<file path="src/rtl/core/arpc_pkg.sv">
`timescale 1ns / 1ps
// ----------------------------------------------------------------------------
// arpc_pkg: shared types and constants for the ARP address cache
// Field widths, result status codes, operation codes and the command and
// status groups that run between the controller and the datapath.
// ----------------------------------------------------------------------------
package arpc_pkg;

    localparam int KEY_W  = 32;
    localparam int MAC_W  = 48;
    localparam int FILL_W = 7;
    localparam int STAT_W = 3;

    // operation codes carried by the cmd field
    localparam logic CMD_ADD    = 1'b0;
    localparam logic CMD_LOOKUP = 1'b1;

    // result status codes
    typedef enum logic [STAT_W-1:0] {
        ST_HIT      = 3'd0,
        ST_MISS     = 3'd1,
        ST_UPDATED  = 3'd2,
        ST_INSERTED = 3'd3,
        ST_DROPPED  = 3'd4
    } status_t;

    // controller -> datapath
    typedef struct packed {
        logic load;       // capture input word, restart scan
        logic scan_step;  // one step of the table scan
        logic commit;     // apply add or resolve lookup, set status
        logic mac_rd;     // read MAC of the matching entry
        logic out_load;   // move result into the output register
    } ctrl_cmd_t;

    // datapath -> controller
    typedef struct packed {
        logic scan_done;
        logic found;
        logic lookup;
        logic out_free;
    } ctrl_sts_t;

endpackage

</file>
<file path="src/rtl/core/arpc_ctrl.sv">
`timescale 1ns / 1ps
// ----------------------------------------------------------------------------
// arpc_ctrl: sequencing state machine of the ARP address cache
// Walks each word through accept, table scan, commit, optional MAC read
// and hand-off to the output register.
// ----------------------------------------------------------------------------
module arpc_ctrl (
    input  logic                aclk,
    input  logic                aresetn,
    input  logic                s_valid,
    output logic                s_ready,
    input  arpc_pkg::ctrl_sts_t sts,
    output arpc_pkg::ctrl_cmd_t cmd
);

    typedef enum logic [4:0] {
        S_IDLE   = 5'b00001,
        S_SCAN   = 5'b00010,
        S_DECIDE = 5'b00100,
        S_MREAD  = 5'b01000,
        S_FINISH = 5'b10000
    } state_t;

    state_t state_reg, state_next;

    // state register
    always_ff @(posedge aclk) begin
        if (!aresetn) begin
            state_reg <= S_IDLE;
        end else begin
            state_reg <= state_next;
        end
    end

    // next state and commands
    always_comb begin
        state_next = state_reg;
        cmd        = '0;
        unique case (state_reg)
            S_IDLE: begin
                if (s_valid) begin
                    cmd.load   = 1'b1;
                    state_next = S_SCAN;
                end
            end
            S_SCAN: begin
                cmd.scan_step = 1'b1;
                if (sts.scan_done) begin
                    state_next = S_DECIDE;
                end
            end
            S_DECIDE: begin
                cmd.commit = 1'b1;
                if (sts.lookup && sts.found) begin
                    state_next = S_MREAD;
                end else begin
                    state_next = S_FINISH;
                end
            end
            S_MREAD: begin
                cmd.mac_rd = 1'b1;
                state_next = S_FINISH;
            end
            S_FINISH: begin
                if (sts.out_free) begin
                    cmd.out_load = 1'b1;
                    state_next   = S_IDLE;
                end
            end
            default: begin
                state_next = S_IDLE;
            end
        endcase
    end

    assign s_ready = (state_reg == S_IDLE);

    // checks
    a_out_load_free: assert property (@(posedge aclk) disable iff (!aresetn)
        cmd.out_load |-> sts.out_free)
        else $error("result loaded while output register occupied");

    a_commit_then_out: assert property (@(posedge aclk) disable iff (!aresetn)
        cmd.commit |=> (state_reg == S_MREAD || state_reg == S_FINISH))
        else $error("commit not followed by MAC read or finish");

endmodule

</file>
<file path="config.mk">
export PLATFORM = sky130hd
export DESIGN_NAME = arpc_ctrl
export DESIGN_NICKNAME = d
export VERILOG_FILES = /design/src/rtl/core/arpc_pkg.sv /design/src/rtl/core/arpc_ctrl.sv
export SDC_FILE = /design/constraint.sdc
export NUM_CORES = 1
export LEC_CHECK = 0
export BUFFER_PORTS_ARGS = -buffer_cell sky130_fd_sc_hd__buf_2
export CORE_AREA = 2 2 39 41
export CTS_BUF_LIST = sky130_fd_sc_hd__clkbuf_4 sky130_fd_sc_hd__clkbuf_8
export CTS_CLUSTER_SIZE = 14
export DETAILED_ROUTE_END_ITERATION = 6
export DIE_AREA = 0 0 41 43
export GPL_ROUTABILITY_DRIVEN = 0
export PLACE_DENSITY = 0.48
export SLEW_MARGIN = 10
export SYNTH_ARGS = -nofsm -noshare
export SYNTH_HDL_FRONTEND = slang
export SYNTH_SLANG_ARGS = --single-unit
</file>
<file path="constraint.sdc">
create_clock -name aclk -period 3.75 [get_ports aclk]
set_input_delay 0.9375 -clock aclk [delete_from_list [all_inputs] [get_ports aclk]]
set_output_delay 0.9375 -clock aclk [all_outputs]
set_load 0.03 [all_outputs]
</file>
== Yosys cells after proc, flatten, opt, wreduce, memory -nomap -nowiden ==
Index checks and enable logic that the tools add are counted.
Word-level totals
  input port bits: 7
  register bits after elaboration: 5
  logic and storage cells: 23
  output and inout bits: 6
Cells by class
  eq/ne operators: 8
  multiplexer cells: 12
  reductions and logical operators: 2
Operators with widths (number)
  $pmux W5 S5: 1
  $mux W5: 4
  $mux W1: 7
  $ne A2 B2 Y1 const B: 3
  $eq A5 B1 Y1 const B: 1
  $eq A5 B2 Y1 const B: 1
  $eq A5 B3 Y1 const B: 1
  $eq A5 B4 Y1 const B: 1
  $eq A5 B5 Y1 const B: 1
  $reduce_and A3 Y1: 1
  $logic_and A1 B1 Y1: 1

== Longest topological paths before layout ==
Gate-level depths: netlist of run 1.
  word-level depth: 3
  mapped depth: 4
  gate-level depth less buffers: 4

== Least setup slack after synthesis of run 1 ==
No wires, ideal clock.
  kind: register -> output
  from: register state_reg[4]
  to: output port cmd[4] in the netlist's numbering
  cell stages (with the launch flop): 4
  slack: 1.334 ns
  arrival time: 1.479 ns
  buffers on the path: 0
  required time: 2.812 ns
  cells stage by stage: dfxtp_1 or2_4 nor3_2 and2_1
RTL lines
  from (decl): line arpc_ctrl.sv:24  | state_t state_reg, state_next;
  from (signal assigned): line arpc_ctrl.sv:31  | state_reg <= state_next;
  to (decl): line arpc_ctrl.sv:13  | output arpc_pkg::ctrl_cmd_t cmd

==> metrics.md, run 1 <==
| Metric | Value |
|---|---|
| PostCTS Resize Cnt | 0 |
| Setup TNS Final | 0 ns |
| Crit start category | register |
| DRT Wirelength | between 700 and 800 µm |
| Post-CTS Setup Bufs | 0 |
| Max reg flops | 5 |
| Nets | 63 |
| Synth cell types | 23 |
| FF-to-FF End | state_reg[3]$_SDFFE_PN0P_ |
| Fin crit share | between 60 and 70% |
| H-tree levels | 1 |
| Mean Syn Cell Area | 8.89 µm² |
| CP cell instances | or2_4 > nor3_2 > and2_1 > buf_2 |
| Critical path arrival | 1.42 ns |
| # clock sinks | 5 |
| Vias in the first global route | 281 |
| F_max | 423 MHz |
| Most used routing layer | met1 |
| Largest net degree at the start of global routing | 9 |
| RSZ-0062 raised after global routing | no |
| CTS buffer count | 3 |
| R2r setup slk | around 2.4 ns |
| DR pass1 iterations | 4 |
| Slew Limit Fails | 0 |
| Initial drt markers | 6 |
| First-pass GRT wire length | 1.16 mm |
| Diode count | 0 |
| Share of cells above drive strength 1 | around 45% |
| Synth warnings | 0 |
| Die Span Y | about 43 µm |
| Crit-path slowest cell | dfxtp_1 |
| Longest Clk Path Bufs | 2 |
| Worst Hold End | state_reg[2]$_SDFFE_PN0P_ |
| Overall Global Routing Usage | 9.83% |
| WL per Instance | slightly above 10 µm |
| Fill count | roughly 160 |
| Min-Delay Path Class | reg -> reg |
| Final Util | between 30% and 40% |
| Met1 Use GR | between 10% and 20% |
| CTS Root Cell | clkbuf_4 |
| Leakage | a little over 0.2 nW |
| Routed Antenna Nets | 0 |
| Final setup fails | 0 |
| Vias post-DR | roughly 330 |
| Total gr overflow | 0 |
| I/O Pins | 13 |
| Max Cap Viol | 0 |
| Crit path time final | about 2.4 ns |
| Synth Register Bits | 5 |
| Worst Hold Depth | 2 |
| DRC viols | 0 |
| GR Util met3 | 0% |
| Peak supply drop | around 0.00017 V |
| Port bufs | 12 |
| Critical-path maximum fanout | 8 |
| Setup crit end kind | output pin |
| M2 GR Usage | a little under an eighth |
| Least-Margin Pin Slew | 0.300 ns |
| Core footprint | ~0.0014 mm² |
| Outcome | completed |
| Starting Density | around a quarter |
| Initial antenna violation count | 0 |
| CTS tree | built |
| Req. time, crit path | roughly 2.8 ns |
| Die Wd | ~40 µm |
| Sequential cell area fraction in the yosys report | between 20 and 30% |
| Die area | 0.00176 mm² |
| Endpoints failing hold | 0 |
| Cells after Synth | 39 |
| Kind of critical path | reg -> out |
| Clk_lat worst skew | 0.24 ns |
| Post-CTS Hold Fix Bufs | 0 |
| Synthesized Nets | 46 |
| R2R Path Start | state_reg[1]$_SDFFE_PN0P_ |
| Mapped cell area | roughly 350 µm² |
| Relative slew slack | between 70% and 80% |
| Post-DP HPWL | roughly 580 µm |
| Area growth from synthesis to layout | 31.8% |
| Core Rows | 14 |
| Drt via density | 4.58 |
| Power density cells | 434 mW/mm² |
| Worst Hold Launch | state_reg[1]$_SDFFE_PN0P_ |
| Clock Pin Slew Worst Setup and Hold Paths | about 0.040 ns |
| Critical path's largest stage delay | ~0.36 ns |
| Clock skew | 0.000149 ns |
| Reg2reg path depth | 4 |
synth_stat cells (all sizes together):
cell	n	area share [%]
a31o	1	2.5
o41ai	1	7.9
and4b	1	3.2
and2	1	1.8
o211ai	1	2.2
nor2	5	5.4
nand3	1	1.4
inv	2	2.2
nor3b	3	9.4
or2	1	2.5
a21oi	2	2.9
nor2b	2	3.6
dfxtp	5	29
xor2	1	2.5
nand2	1	1.1
a211oi	1	2.2
nor3	3	7.2
nand3b	1	2.2
o21ai	3	5.4
nand2b	3	5.4
worst max path at each step:
stage	startpoint	endpoint	slack, ns	depth (start not counted)
global placement	sts[0]	cmd[0]	1.41	3
CTS	state_reg[1]$_SDFFE_PN0P_	cmd[4]	1.36	4
floorplan	state_reg[4]$_SDFFE_PN0P_	cmd[4]	1.33	3
finish	state_reg[1]$_SDFFE_PN0P_	cmd[4]	1.39	4
detailed placement	sts[0]	cmd[0]	1.41	3
global route	state_reg[1]$_SDFFE_PN0P_	cmd[4]	1.30	4
report_power, final:
part	internal (mW)	leakage (nW)	total, mW	switching [mW]
combinational	0.0265	0.147	0.0640	0.0375
clock	0.0474	0.0184	0.0684	0.0210
sequential	0.0579	0.0408	0.0656	0.00762
total	0.132	0.207	0.198	0.0662
cell families after synthesis:
logic type | count (synthesis) | synth area share, %
simple gates | 22 | 43.3
compound gates | 9 | 23.1
flops | 5 | 28.9
buf+inv | 2 | 2.17
xor+xnor | 1 | 2.53
metrics by stage:
| step | area (µm²) | cells | hold WS (ns) | setup WS (ns) | power, mW |
|---|---|---|---|---|---|
| 2_1_floorplan | 347 | 39 | 0.549 | 1.33 | 0.114 |
| 3_3_place_gp | 427 | 67 | 0.626 | 1.41 | 0.131 |
| 3_5_place_dp | 427 | 67 | 0.628 | 1.41 | 0.131 |
| 4_1_cts | 457 | 71 | 0.630 | 1.36 | 0.203 |
| 5_1_grt | 457 | 71 | 0.664 | 1.30 | 0.213 |
| 6_report | 457 | 71 | 0.624 | 1.39 | 0.198 |
area by class of cell:
cell class                 count  area (µm²)  area share, %
multi-input combinational     32         239           52.3
inverter                       2        7.51           1.64
timing repair buffer          12        60.1           13.2
sequential                     5         100           21.9
tap                           16        20.0           4.38
clock buffer                   4        30.0           6.58
routing by layer:
| layer | wire length, µm | share of wire (%) | up-vias |
|---|---|---|---|
| met2 | 339 | 46 | 7 |
| met3 | 23 | 3.1 | 0 |
| li1 | - | - | 173 |
| met1 | 371 | 51 | 145 |
| met5 | 0 | 0 | - |
| met4 | 0 | 0 | 0 |
critical path, delay by kind of cell (launching register included):
family | cells | cell delay (ns)
buf+inv | 1 | 0.19
flops | 1 | 0.36
simple gates | 3 | 0.64
cell usage in the layout (no fill, tap or decap), types with 2 or more instances in the layout:
master | netlist | layout
a21oi_1 | 2 | 2
nor3_2 | 2 | 2
o21ai_0 | 2 | 2
nor3b_2 | 2 | 2
buf_2 | 0 | 12
inv_1 | 2 | 2
nor2_1 | 5 | 5
nor2b_1 | 2 | 2
nand2b_1 | 3 | 3
dfxtp_1 | 5 | 5
clkbuf_4 | 0 | 4
Note: power is estimated with default switching activity, not from simulation.
==> inputs of run 2 (changes only) <==
- PLACE_DENSITY: 0.48 -> 0.49
- clock period: 3.75 -> 1.9 ns (I/O delays scaled with it)
==> metrics.md, run 2 (synthesis gave the netlist of run 1 again) <==
| Metric | Value |
|---|---|
| Outcome | completed |
| First-pass GRT wire length | 1.24 mm (+6.6%) |
| Met1 Use GR | 15.0% (+0.61 points) |
| Core Rows | 14 (unchanged) |
| Crit start category | register |
| Most used routing layer | met1 |
| Final worst slack | 0.0884 ns (-1.30 ns) |
| I/O Pins | 13 (unchanged) |
| CTS buffer count | 3 (unchanged) |
| FF-to-FF End | state_reg[2]$_SDFFE_PN0P_ |
| Setup TNS Final | 0 ns (unchanged) |
| Total gr overflow | 0 (unchanged) |
| Core footprint | 0.00138 mm² (unchanged) |
| Final setup fails | 0 (unchanged) |
| CTS tree | built |
| Die Span Y | 43 µm (unchanged) |
| Kind of critical path | reg -> out |
| Critical-path maximum fanout | 6 (-2) |
| Starting Density | 25.0% (unchanged) |
| Share of cells above drive strength 1 | 52.7% (+7.3 points) |
| Die Wd | 41 µm (unchanged) |
| Leakage | 0.210 nW (+1.9%) |
| Slew Limit Fails | 0 (unchanged) |
| Sw Pwr | 0.138 mW (+110%) |
| Clk_lat worst skew | 0.24 ns (about the same) |
| Die area | 0.00176 mm² (unchanged) |
| Longest Clk Path Bufs | 2 (unchanged) |
| Initial antenna violation count | 0 (unchanged) |
| GR Util met3 | 0% (unchanged) |
| Reg2reg path depth | 4 (unchanged) |
| Least-Margin Pin Slew | 0.359 ns (+0.0600 ns) |
| DRT Wirelength | 760 µm (+3.5%) |
| Diode count | 0 (unchanged) |
| Power density cells | 858 mW/mm² (+98%) |
| Max Cap Viol | 0 (unchanged) |
| Crit path time final | 1.81 ns |
| CTS Root Cell | clkbuf_4 |
| M2 GR Usage | 13.1% (+1.3 points) |
| Critical Path Sink | cmd[4] |
| Vias post-DR | 333 (+2.5%) |
| Setup WS pre-CTS | 0.260 ns (-1.15 ns) |
| Peak supply drop | 0.000351 V (+100%) |
| Fin crit share | between 90% and 100% |
| WL per Instance | 10.7 µm (+3.5%) |
| Drt via density | 4.69 (+2.5%) |
| Comb pwr share | 33.9% (+1.6 points) |
| Net Sw Frac | 33.6% (+0.19 points) |
| Clock skew | 0.00147 ns (+0.00132 ns) |
| Min-Delay Path Class | in -> reg |
| # clock sinks | 5 (unchanged) |
| Area growth from synthesis to layout | 37.5% |
| R2r setup slk | 0.60 ns (-1.84 ns) |
| Worst Hold Depth | 3 (+1) |
| Most frequent cells in the layout | buf_2 (11), nor2_1 (5), clkbuf_4 (4), dfxtp_2 (4), nand2b_1 (3) |
| Vias in the first global route | 303 (+7.8%) |
| Req. time, crit path | 1.42 ns (-1.39 ns) |
| Clock Pin Slew Worst Setup and Hold Paths | 0.04 ns (about the same) |
| Endpoints failing hold | 0 (unchanged) |
| DRC viols | 0 (unchanged) |
| Post-CTS Hold Fix Bufs | 0 (unchanged) |
| Overall Global Routing Usage | 10.7% (+0.87 points) |
| Most common cell after layout, fill and taps aside | buf_2 |
| Initial drt markers | 1 (-5) |
| Clk pwr share | 33.3% (-1.3 points) |
| Setup crit end kind | output pin |
| Post-CTS Setup Bufs | 0 (unchanged) |
| RSZ-0062 raised after global routing | no |
| DR pass1 iterations | 3 (-1) |
| Critical path arrival | 1.34 ns (-0.08 ns) |
| H-tree levels | 1 (unchanged) |
| F_max | 552 MHz |
| Post-DP HPWL | 607 µm (+4.1%) |
| Sequential share of power | 32.8% (-0.3 points) |
| Port bufs | 12 (unchanged) |
| Nets | 63 (unchanged) |
| Routed Antenna Nets | 0 (unchanged) |
| Largest net degree at the start of global routing | 9 (unchanged) |
| P_int | 0.271 mW (+110%) |
| R2R Path Start | state_reg[4]$_SDFFE_PN0P_ |
| Relative slew slack | 76.0% (-4.0 points) |
| Crit path from | state_reg[2]$_SDFFE_PN0P_ |
| Max reg flops | 5 (unchanged) |
-- run 2: changes by cell type in the layout (fill, tap and decap cells not counted) --
cell     change
nor3_2       -2
dfxtp_2      +4
dfxtp_1      -4
nor3_4       +2
buf_2        -1
buf_4        +1
-- run 2: cell type report --
class / count / area (µm²)
sequential: 5 / 105
clock buffer: 4 / 30.0
tap: 16 / 20.0
fill: 151 / 907
multi-input combinational: 32 / 251
timing repair buffer: 12 / 62.6
inverter: 2 / 7.51
-- run 2: how the worst min path moves through the flow --
stage | start | to | slack (ns)
after floorplan | state_reg[1]$_SDFFE_PN0P_ | state_reg[2]$_SDFFE_PN0P_ | 0.55
after global placement | state_reg[1]$_SDFFE_PN0P_ | state_reg[2]$_SDFFE_PN0P_ | 0.62
after detailed placement | state_reg[1]$_SDFFE_PN0P_ | state_reg[1]$_SDFFE_PN0P_ | 0.64
after CTS | sts[2] | state_reg[3]$_SDFFE_PN0P_ | 0.48
after global routing | aresetn | state_reg[4]$_SDFFE_PN0P_ | 0.49
final | sts[2] | state_reg[3]$_SDFFE_PN0P_ | 0.48
-- run 2: per-stage QoR --
step	hold slack, ns	area, µm²	cells	power, mW	utilization (%)
finish	0.484	477	71	0.409	34.4
global placement	0.623	433	67	0.266	31.3
CTS	0.483	465	71	0.409	33.6
floorplan	0.549	353	39	0.231	-
global route	0.490	477	71	0.442	34.4
detailed placement	0.639	433	67	0.266	31.3
-- run 2: what timing repair did --
| action | in CTS | in global routing |
|---|---|---|
| pin swaps | 0 | 2 |
| endpoints found under the hold margin | 0 | 0 |
| setup endpoints to repair | 1 | 5 |
| resized for setup | 1 | 5 |
-- run 2: power groups by stage --
| stage | clock network [mW] | registers (mW) | logic (mW) |
|---|---|---|---|
| floorplan | 0 | 0.128 | 0.103 |
| global placement | 0 | 0.133 | 0.133 |
| detailed placement | 0 | 0.133 | 0.133 |
| CTS | 0.142 | 0.131 | 0.136 |
| global route | 0.153 | 0.138 | 0.151 |
| finish | 0.136 | 0.134 | 0.139 |
-- run 2: worst max-delay path, stage by stage, from the launching register on --
cell and delay, ns:
dfxtp_2 0.35, nand2b_1 0.23, nor3_4 0.22, and2_1 0.15, buf_4 0.15
-- run 2: layer usage --
| layer | wire [µm] | share of wire, % | vias to the layer above |
|---|---|---|---|
| met3 | 46 | 6.1 | 2 |
| met1 | 380 | 50 | 144 |
| met4 | 19 | 2.5 | 0 |
| li1 | - | - | 176 |
| met5 | 0 | 0 | - |
| met2 | 313 | 41 | 11 |
